$ cat src/rtl/core/grbf_pkg.sv
// grbf_pkg: shared types and constants for the gaussian rbf kernel evaluator
// no dependencies
package grbf_pkg;

	localparam int unsigned COORD_W  = 16;
	localparam int unsigned ACC_W    = 41;
	localparam int unsigned DIST_W   = 32;
	localparam int unsigned KERN_W   = 16;
	localparam int unsigned W2_W     = 32;
	localparam int unsigned Q_W      = 32;
	localparam int unsigned QF_W     = 33;
	localparam logic [DIST_W-1:0] CUTOFF_RESET = 32'd6553600;
	localparam logic [DIST_W-1:0] EXP_LIMIT    = 32'd786432;
	localparam int unsigned QUEUE_DEPTH_DEF = 4;

	typedef struct packed {
		logic signed [COORD_W-1:0] x_coord;
		logic signed [COORD_W-1:0] center_coord;
		logic [COORD_W-1:0]        center_width;
		logic                      last_coord;
	} in_item_t;

	typedef struct packed {
		logic [KERN_W-1:0] kernel_value;
		logic [DIST_W-1:0] scaled_distance;
		logic              cutoff_hit;
		logic              zero_width;
	} out_item_t;

	// one finished vector handed from front to back
	typedef struct packed {
		logic [ACC_W-1:0]   acc;
		logic [COORD_W-1:0] width;
	} vec_job_t;

endpackage

$ cat src/rtl/core/grbf_front.sv
// grbf_front: accumulates squared coordinate differences, emits one job per vector
// depends on grbf_pkg
module grbf_front (
	input  logic                clk,
	input  logic                arst_n,
	input  logic                in_valid,
	output logic                in_stall,
	input  grbf_pkg::in_item_t  in_item,
	output logic                job_valid,
	input  logic                job_ready,
	output grbf_pkg::vec_job_t  job
);
	import grbf_pkg::*;

	logic [ACC_W-1:0]            acc_q;
	logic signed [COORD_W:0]     diff;
	logic [2*COORD_W+1:0]        sq;
	logic [ACC_W:0]              sum;
	logic [ACC_W-1:0]            sat;
	logic                        take;

	assign in_stall = in_item.last_coord & ~job_ready;
	assign take     = in_valid & ~in_stall;

	always_comb begin
		diff = {in_item.x_coord[COORD_W-1], in_item.x_coord}
			- {in_item.center_coord[COORD_W-1], in_item.center_coord};
		sq   = (2*COORD_W+2)'(diff * diff);
		sum  = {1'b0, acc_q} + (ACC_W+1)'(sq[2*COORD_W:0]);
		sat  = sum[ACC_W] ? {ACC_W{1'b1}} : sum[ACC_W-1:0];
	end

	assign job_valid = in_valid & in_item.last_coord;
	assign job.acc   = sat;
	assign job.width = in_item.center_width;

	always_ff @(posedge clk or negedge arst_n) begin
		if (!arst_n) begin
			acc_q <= '0;
		end else if (take) begin
			acc_q <= in_item.last_coord ? '0 : sat;
		end
	end
endmodule

$ cat src/rtl/core/grbf_queue.sv
// grbf_queue: small fifo of vector jobs between front and back
// depends on grbf_pkg
module grbf_queue #(
	parameter int unsigned DEPTH = grbf_pkg::QUEUE_DEPTH_DEF
) (
	input  logic               clk,
	input  logic               arst_n,
	input  logic               wr_valid,
	output logic               wr_ready,
	input  grbf_pkg::vec_job_t wr_data,
	output logic               rd_valid,
	input  logic               rd_ready,
	output grbf_pkg::vec_job_t rd_data
);
	import grbf_pkg::*;
	localparam int unsigned AW = (DEPTH > 1) ? $clog2(DEPTH) : 1;

	vec_job_t        mem_q [DEPTH];
	logic [AW-1:0]   wp_q, rp_q;
	logic [AW:0]     cnt_q;
	logic            wr, rd;

	assign wr_ready = cnt_q != (AW+1)'(DEPTH);
	assign rd_valid = cnt_q != '0;
	assign rd_data  = mem_q[rp_q];
	assign wr = wr_valid & wr_ready;
	assign rd = rd_valid & rd_ready;

	always_ff @(posedge clk) begin
		if (wr) mem_q[wp_q] <= wr_data;
	end

	always_ff @(posedge clk or negedge arst_n) begin
		if (!arst_n) begin
			wp_q <= '0; rp_q <= '0; cnt_q <= '0;
		end else begin
			if (wr) wp_q <= (wp_q == AW'(DEPTH-1)) ? '0 : wp_q + 1'b1;
			if (rd) rp_q <= (rp_q == AW'(DEPTH-1)) ? '0 : rp_q + 1'b1;
			cnt_q <= cnt_q + (AW+1)'(wr) - (AW+1)'(rd);
		end
	end
endmodule

$ cat src/rtl/core/grbf_back.sv
// grbf_back: restoring divide, polynomial exp and eight squarings per vector
// depends on grbf_pkg
module grbf_back (
	input  logic               clk,
	input  logic               arst_n,
	input  logic               job_valid,
	output logic               job_ready,
	input  grbf_pkg::vec_job_t job,
	input  logic [31:0]        cutoff,
	output logic               res_valid,
	input  logic               res_stall,
	output grbf_pkg::out_item_t res
);
	import grbf_pkg::*;

	// ceil(2^33 / 3): exact floor(x / 3) for any 32 bit x after >> 33
	localparam logic [31:0] RECIP3 = 32'hAAAAAAAB;

	typedef enum logic [3:0] {
		S_IDLE, S_SQ, S_DIV, S_CHK, S_P2, S_P3, S_P4, S_P5, S_D6, S_D24, S_SUM, S_POW,
		S_KRN, S_OUT
	} state_t;

	state_t             state_q;
	logic [W2_W-1:0]    w2_q;
	logic [56:0]        num_q;   // acc << 16, shifted out msb first
	logic [QF_W-1:0]    rem_q;
	logic [QF_W-1:0]    quo_q;   // 33 bits; bit 32 means saturation
	logic [5:0]         cnt_q;
	logic [DIST_W-1:0]  dist_q;
	logic [31:0]        y_q, p2_q, p3_q, p4_q;
	logic [31:0]        d6_q, d24_q;
	logic [32:0]        e_q;
	logic [15:0]        w_q;
	out_item_t          wrk_q;
	out_item_t          res_q;
	logic               res_v_q;

	logic [QF_W:0]      trial;
	logic [63:0]        mul;
	logic [31:0]        mul_a, mul_b;
	logic [33:0]        esum;
	logic [48:0]        kr;

	assign trial = {rem_q, num_q[56]} - {2'b0, w2_q};

	always_comb begin
		mul_a = y_q; mul_b = y_q;
		case (state_q)
			S_P4:    mul_a = p2_q;
			S_P5:    mul_a = p3_q;
			S_D6:    begin mul_a = p3_q; mul_b = RECIP3; end
			S_D24:   begin mul_a = p4_q; mul_b = RECIP3; end
			S_POW:   begin mul_a = e_q[31:0]; mul_b = e_q[31:0]; end
			default: mul_a = y_q;
		endcase
		mul  = mul_a * mul_b;
		esum = 34'h80000000 - 34'(y_q) + 34'(p2_q >> 1) - 34'(d6_q) + 34'(d24_q);
		kr   = ({e_q[31:0], 16'h0} + 49'h40000000) >> 31;
	end

	assign job_ready = state_q == S_IDLE;
	assign res_valid = res_v_q;
	assign res       = res_q;

	always_ff @(posedge clk or negedge arst_n) begin
		if (!arst_n) begin
			state_q <= S_IDLE;
			res_v_q <= 1'b0;
		end else begin
			if (res_v_q && !res_stall && state_q != S_OUT) res_v_q <= 1'b0;
			unique case (state_q)
				S_IDLE: if (job_valid) begin
					w_q   <= job.width;
					num_q <= {job.acc, 16'h0};
					state_q <= S_SQ;
				end
				S_SQ: begin
					w2_q  <= 32'(w_q * w_q);
					rem_q <= '0; quo_q <= '0; cnt_q <= '0;
					state_q <= (w_q == '0) ? S_OUT : S_DIV;
					wrk_q <= '{kernel_value: '0, scaled_distance: '1,
						cutoff_hit: 1'b0, zero_width: 1'b1};
				end
				S_DIV: begin
					if (!trial[QF_W]) rem_q <= trial[QF_W-1:0];
					else rem_q <= {rem_q[QF_W-2:0], num_q[56]};
					// a quotient bit above bit 32 only matters as saturation
					if (quo_q == {QF_W{1'b1}} || (!trial[QF_W] && cnt_q < 6'd24))
						quo_q <= {QF_W{1'b1}};
					else
						quo_q <= {quo_q[QF_W-2:0], ~trial[QF_W]};
					num_q <= {num_q[55:0], 1'b0};
					if (cnt_q == 6'd56) state_q <= S_CHK;
					cnt_q <= cnt_q + 1'b1;
				end
				S_CHK: begin
					dist_q <= quo_q[32] ? '1 : quo_q[31:0];
					state_q <= S_P2;
				end
				S_P2: begin
					y_q <= {dist_q[24:0], 7'b0};
					wrk_q.scaled_distance <= dist_q;
					wrk_q.zero_width <= 1'b0;
					wrk_q.cutoff_hit <= dist_q > cutoff;
					wrk_q.kernel_value <= '0;
					if (dist_q > cutoff || dist_q >= EXP_LIMIT) state_q <= S_OUT;
					else state_q <= S_P3;
				end
				S_P3: begin p2_q <= 32'(mul >> 31); state_q <= S_P4; end
				S_P4: begin p3_q <= 32'(mul >> 31); state_q <= S_P5; end
				S_P5: begin p4_q <= 32'(mul >> 31); state_q <= S_D6; end
				S_D6: begin d6_q <= 32'(mul >> 34); state_q <= S_D24; end
				S_D24: begin d24_q <= 32'(mul >> 36); state_q <= S_SUM; end
				S_SUM: begin
					e_q <= 33'(esum);
					cnt_q <= '0;
					state_q <= S_POW;
				end
				S_POW: begin
					e_q <= 33'(mul >> 31);
					cnt_q <= cnt_q + 1'b1;
					if (cnt_q == 6'd7) state_q <= S_KRN;
				end
				S_KRN: begin
					wrk_q.kernel_value <= (kr > 49'd65535) ? 16'hFFFF : kr[15:0];
					state_q <= S_OUT;
				end
				S_OUT: if (!res_v_q || !res_stall) begin
					res_v_q <= 1'b1;
					res_q   <= wrk_q;
					state_q <= S_IDLE;
				end
				default: state_q <= S_IDLE;
			endcase
		end
	end
endmodule

$ cat src/rtl/core/gaussian_rbf_kernel_eval.sv
// gaussian_rbf_kernel_eval: top level, front accumulator, job queue, back evaluator
// depends on grbf_pkg, grbf_front, grbf_queue, grbf_back
//
// usage
//  in channel: one coordinate pair per transfer (valid/stall); the front
//  accumulates one pair per cycle into a 41 bit saturating sum
//  the pair marked last_coord closes the vector and pushes a job into a
//  small queue; it stalls only when that queue is full
//  out channel: one result per vector (valid/stall), held in an output
//  register while the receiver stalls; the back end keeps its next result
//  until that register is free
//  cfg channel: valid/ready write of the cutoff register, always ready
//  after the last pair the job passes through the queue to the back end; a
//  zero width goes straight to the output register, every other vector runs
//  the bit-serial divider (57 steps), then the series terms and the eight exp
//  squarings unless it is past cutoff or at distance >= 12.0
//  throughput: one pair per cycle within a vector; the back end takes a new
//  vector only once its previous result is in the output register
//  reset: accumulator cleared, queue empty, cutoff = 100.0 (Q16.16)
module gaussian_rbf_kernel_eval #(
	parameter int unsigned QUEUE_DEPTH = grbf_pkg::QUEUE_DEPTH_DEF
) (
	input  logic                 clk,
	input  logic                 arst_n,
	input  logic                 in_valid,
	output logic                 in_stall,
	input  grbf_pkg::in_item_t   in_data,
	output logic                 out_valid,
	input  logic                 out_stall,
	output grbf_pkg::out_item_t  out_data,
	input  logic                 cfg_valid,
	output logic                 cfg_ready,
	input  logic [31:0]          cfg_data
);
	import grbf_pkg::*;

	logic [DIST_W-1:0] cutoff_q;
	logic      fj_valid, fj_ready, bj_valid, bj_ready;
	vec_job_t  fj, bj;

	assign cfg_ready = 1'b1;

	// cutoff register
	always_ff @(posedge clk or negedge arst_n) begin
		if (!arst_n) begin
			cutoff_q <= CUTOFF_RESET;
		end else if (cfg_valid) begin
			cutoff_q <= cfg_data;
		end
	end

	grbf_front u_front (
		.clk, .arst_n, .in_valid, .in_stall, .in_item(in_data),
		.job_valid(fj_valid), .job_ready(fj_ready), .job(fj)
	);

	grbf_queue #(.DEPTH(QUEUE_DEPTH)) u_queue (
		.clk, .arst_n, .wr_valid(fj_valid), .wr_ready(fj_ready), .wr_data(fj),
		.rd_valid(bj_valid), .rd_ready(bj_ready), .rd_data(bj)
	);

	grbf_back u_back (
		.clk, .arst_n, .job_valid(bj_valid), .job_ready(bj_ready), .job(bj),
		.cutoff(cutoff_q), .res_valid(out_valid), .res_stall(out_stall),
		.res(out_data)
	);
endmodule
$ cat config.mk
export PLATFORM = sky130hd
export DESIGN_NAME = gaussian_rbf_kernel_eval
export DESIGN_NICKNAME = d
export VERILOG_FILES = /design/src/rtl/core/grbf_pkg.sv /design/src/rtl/core/grbf_front.sv /design/src/rtl/core/grbf_queue.sv /design/src/rtl/core/grbf_back.sv /design/src/rtl/core/gaussian_rbf_kernel_eval.sv
export SDC_FILE = /design/constraint.sdc
export NUM_CORES = 2
export LEC_CHECK = 0
export BUFFER_PORTS_ARGS = -buffer_cell sky130_fd_sc_hd__clkbuf_2
export CAP_MARGIN = 15
export CORE_MARGIN = 2
export CORE_UTILIZATION = 65
export CTS_CLUSTER_DIAMETER = 150
export CTS_CLUSTER_SIZE = 12
export DETAILED_ROUTE_END_ITERATION = 8
export GPL_TIMING_DRIVEN = 0
export PLACE_DENSITY = 0.9
export SYNTH_ARGS = -nofsm -noshare
export SYNTH_HDL_FRONTEND = slang
export SYNTH_SLANG_ARGS = --single-unit
export TNS_END_PERCENT = 5
$ cat constraint.sdc
create_clock -name clk -period 12 [get_ports clk]
set_clock_uncertainty 0.2 [all_clocks]
set_input_delay 3.6 -clock clk [delete_from_list [all_inputs] [get_ports clk]]
set_output_delay 3.6 -clock clk [all_outputs]
set_load 0.02 [all_outputs]
Word level (Yosys, flattened, before mapping)
Memory sizes are Yosys's and may differ from the RTL's.
Cells that the tools add are included.
{"block": "word_totals", "input_bits": 86, "regBits": 605, "output_inout_bits": 53, "elab_cells": 151, "ram_bits": 228, "mem_count": 1}
{"block": "classes", "muxes": 29, "eq_ne": 24, "bitwise_logic": 8, "mul": 3, "n_lt_le_gt_ge": 4, "n_addsub": 13, "reduce_logical": 40}
{"name": "u_queue.mem_q", "depth": 4, "word_bits": 57, "read_ports": 1, "rd_ports_with_merged_regs": 0, "wr": 1, "line": "grbf_queue.sv:18", "text": "vec_job_t mem_q [DEPTH];"}
{"operator": "$pmux W33 S2", "count": 2}
{"operator": "$pmux W32 S2", "count": 2}
{"operator": "$pmux W32 S4", "count": 1}
{"operator": "$pmux W57 S2", "count": 1}
{"operator": "$mux W41", "count": 2}
{"operator": "$pmux W34 S2", "count": 1}
{"operator": "$mux W33", "count": 2}
{"operator": "$mul A32 B32 Y64", "count": 1}
{"operator": "$mux W57", "count": 1}
{"operator": "$pmux W4 S14", "count": 1}
{"operator": "$add A48 B31 Y49 const B", "count": 1}
{"operator": "$add A41 B33 Y42", "count": 1}
{"operator": "$sub A34 B32 Y34", "count": 1}
{"operator": "$eq A33 B33 Y1 const B", "count": 1}
{"operator": "$mul A17 B17 Y33", "count": 1}
{"operator": "$add A32 B28 Y32", "count": 1}
{"operator": "$add A32 B31 Y32", "count": 1}
{"operator": "$ge A32 B20 Y1 const B", "count": 1}
{"operator": "$gt A32 B32 Y1", "count": 1}
{"operator": "$mul A16 B16 Y32", "count": 1}
{"operator": "$pmux W16 S2", "count": 1}
{"operator": "$sub A32 B30 Y32", "count": 1}
{"operator": "$sub A32 B32 Y32 const A", "count": 1}
{"operator": "$reduce_and A2 Y1", "count": 13}
{"operator": "34 further kinds", "count": 81}

Logic depth before layout (Yosys ltp)
{"block": "depth", "ltp_word": 6, "mapped_depth": 52, "ltp_nobuf": 51}

Modules after synthesis
A second synthesis with hierarchy kept.
{"block": "unflattened", "hier_cells": 8521, "hier_area_um2": 87959.4}
{"module": "grbf_back", "cells_per_inst": 6452, "area_per_inst_um2": 63405.8, "n_inst": 1}
{"module": "grbf_front", "cells_per_inst": 1663, "area_per_inst_um2": 14531.4, "n_inst": 1}
{"module": "grbf_queue", "cells_per_inst": 336, "area_per_inst_um2": 8662.1, "n_inst": 1}
{"module": "gaussian_rbf_kernel_eval", "cells_per_inst": 70, "area_per_inst_um2": 1360.1, "n_inst": 1}

Worst setup path after synthesis
OpenSTA, ideal clock, no wires.
{"block": "synth_path", "kind": "in2reg", "from": "input port in_data[33] (netlist bit)", "to": "memory u_queue.mem_q[0][54] (netlist bit), data pin", "n_path_buf": 2, "path_slack_ns": -2.034, "path_stages": 50, "t_arrival_ns": 13.571, "path_cell_list": "inv_1 -> ha_1 -> fa_1 -> nor2b_1 -> o21ai_1 -> a21boi_0 -> o21ai_0 -> a21boi_1 -> o21ai_0 -> nand2b_1 -> a311o_1 -> nand2_1 -> xor2_1 -> inv_1 -> clkbuf_1 -> nand2_1 -> fa_1 -> inv_1 -> (+14 left out) -> nor3_1 -> nor3_1 -> a21o_1 -> a21oi_1 -> xnor2_1 -> ha_1 -> and2_1 -> or2_2 -> a21o_1 -> a21oi_1 -> o31ai_1 -> a41oi_1 -> o21ai_1 -> a31o_2 -> o221ai_2 -> buf_2 -> o21ai_0 -> a21o_1"}
{"item": "start: declaration", "line": "gaussian_rbf_kernel_eval.sv:27", "text": "input grbf_pkg::in_item_t in_data,"}
{"item": "end: declaration", "line": "grbf_queue.sv:18"}

==> impl_metrics.toml <==
[run_status]
status = "complete, but fails checks"
violations = "slew limit, setup timing"

[setup_path]
cp-start-kind = "input pin"
cpMostUsedCell = "fa_1"
critPathMaxFanout = 6
arrival_ns = 14.15
worstRegToRegCells = 37
max_stage_delay_ns = 0.60
crit_type = "input pin to register"
slowest_stage = "fa_2"
worstPathRequired_ns = 12.18
crit_path_end_kind = "register"

[synth]
syn-num-nets = 10500
yosys.area_share.xor_xnor_pct = 2.25
synth_mux_area_share_pct = 2.06
synthAdderAreaFrac_pct = 40.6
ys_ff_latch = 816
async_flop_share_pct = 10.4
syn_avg_cell_area_um2 = 10.3
synth_compound_area_share_pct = 6.68
synth_warnings = 0
synth-simple-area-share_pct = 11.5
synth_edf_count = 731
netlist_instances = 8418
ys.flop_type = "edfxtp_1"
synth_area_mm2 = 0.0867
synth.distinct_cells = 95
seq_area_frac_synth_pct = 27.8
synth_top_family_by_area = "adder cells"

[floorplan]
die_area_mm2 = 0.136
die_w_um = 369
initial_core_util_pct = 65.2
core-area_mm2 = 0.133
ioPinCount = 139
die_h_um = 369
rows = 134

[sta]
fmax_mhz = 71.6
drv_slew = 10
fin_hold_ws_ns = 0.214
rsz0062_at_grt = "yes"
fin_crit_sh_pct = 116
worst_slack_ns = -1.97
tightestPinTransition_ns = 1.56
setup_viol = 365
period_minus_slack_ns = 13.97
final-hold-violation-count = 0
maxSlewHeadroom_pct = -3.90
fin_tns_setup_ns = -519.31

[job]
drv_cap = 0

[routing]
drtIter0Drc = 7542
drtPass1Iterations = 9
wl_per_cell_um = 26.5
wirelength_um = 280000
remaining_drc_errors = 0
routed_via_density = 6.30
ant_nets = 0
num_vias = 66600

[finish]
fin_cells = 10600
syn_to_final_growth_pct = 9.01
final_util_pct = 71.1
layout-drive-gt1-share_pct = 8.49
fill_cells = 8804
fin_nets = 10800

[global_routing]
grt_use_total_pct = 41.4
grt_pass1_vias = 70300
grt_pass1_wl_um = 418000
grt_overflow = 0
antenna_found_initial = 15
grt_max_degree = 58

[worst_hold_path]
holdPathStages = 0
hp-class = "register to register"

[clock_network]
cts.sinks = 816
clk_pin_slew_ns = 0.06
cts_buffers = 78
cts_tree = "yes"
clockBufferDepth = 3
htreeDepth = 3
cts_hold_buf = 0
clock_latency_ns = 0.69
clock-root-buffer = "clkbuf_16"

[placement]
dpl.hpwl_um = 213000
place.gp.congestion = 1.05
post-place-cells = 10400
portBuffers = 136
[worst paths after layout]
path | start | to | slack, ns
setup / recovery | in_data[33] | u_queue.mem_q[3][56] | -1.97
hold / removal | u_back.wrk_q[5] | u_back.res[5] | 0.21
setup reg to reg | u_back.state_q[2] | u_back.e_q[22] | -1.50
hold reg to reg | u_back.wrk_q[5] | u_back.res[5] | 0.21
max in group asynchronous | arst_n | u_front.acc_q[7] | 8.02
min in group asynchronous | arst_n | u_queue.wp_q[1] | 2.81
[final cells by class]
type / instances / area (um^2) / share of cell area, %
inverters: 1781 / 6710 / 7.10
multi-input cells: 5487 / 55900 / 59.2
plain buffers: 330 / 1450 / 1.53
diodes: 8 / 20.0 / 0.0212
flip-flops and latches: 816 / 24100 / 25.5
clock buffers: 124 / 2120 / 2.25
clock inverters: 9 / 205 / 0.217
repair buffers: 242 / 1790 / 1.89
well taps: 1768 / 2210 / 2.34
[layer usage]
metal  GRT usage [%]  up-vias  share of wire [%]
li1                -    27100                  -
met1            48.6    32900                 32
met2            65.0     4961                 46
met3            11.1     1540                 12
met4            32.3       20                 10
met5               0        -              0.049
[state kept, by name (all words and copies together) (netlist names), 33 cells and up]
register       cells
u_back.num_q      41
u_back.rem_q      33
u_front.acc_q     41
u_queue.mem_q    228
u_back.quo_q      33
u_back.wrk_q      50
u_back.res        50
[metrics by stage]
step           setup WS (ns)  cell area [um^2]
2_1_floorplan          -1.27             86900
6_report               -1.97             94500
4_1_cts                -1.47             93900
5_1_grt                -2.05             94500
3_3_place_gp           -4.01             89800
3_5_place_dp           -4.05             90400
[critical path: cells and delay by family]
kind            cells  cell delay (ns)
compound gates     14             2.82
xor+xnor            1             0.21
fa+ha+maj          10             4.26
buf+inv            10             0.90
mux                 1             0.34
simple gates       12             2.01
[cell families (layout without fill, tap and decap cells)]
kind of cell | after synthesis | after routing
xor gates and xnor gates | 222 | 222
buffers and inverters | 2115 | 2486
muxes | 105 | 105
AOI/OAI and AO/OA | 859 | 859
and+or+nand+nor | 2315 | 2315
other | 1 | 9
DFF | 816 | 816
adders and majority gates | 1985 | 1985
[layout by cell type, fill, tap and decap left out, drive strengths merged, types with 57 or more instances in the layout]
cell type / count
a21o: 116
nor2: 479
mux4: 57
xor2: 75
o21ai: 154
ha: 609
nand4: 63
buf: 148
fa: 1376
a21oi: 222
o21a: 57
edfxtp: 731
nand2: 1314
and2: 96
nand3: 58
inv: 1781
dfrtp: 82
xnor2: 147
clkbuf: 546
[cell usage after synthesis (all sizes together), types with 63 or more instances]
| master | count | area share (%) |
|---|---|---|
| nand4 | 63 | 0.45 |
| clkbuf | 289 | 1.3 |
| fa | 1376 | 32 |
| edfxtp | 731 | 25 |
| nor2 | 479 | 2.1 |
| xor2 | 75 | 0.76 |
| inv | 1777 | 7.7 |
| a21oi | 222 | 1.3 |
| a21o | 116 | 1.0 |
| nand2 | 1314 | 5.7 |
| o21ai | 154 | 0.90 |
| dfrtp | 82 | 2.4 |
| xnor2 | 147 | 1.5 |
| and2 | 96 | 0.69 |
| ha | 609 | 8.8 |
[what timing repair did]
| item | 4_1_cts | 5_1_grt |
|---|---|---|
| setup buffers | 43 | 24 |
| endpoints found under the setup margin | 365 | 365 |
| cloned | 1 | 0 |
| pin swaps | 59 | 63 |
| gates resized for setup | 205 | 90 |
Power is not shown: default switching activity piles up to over one toggle a cycle in this logic, so the estimate is an artifact.
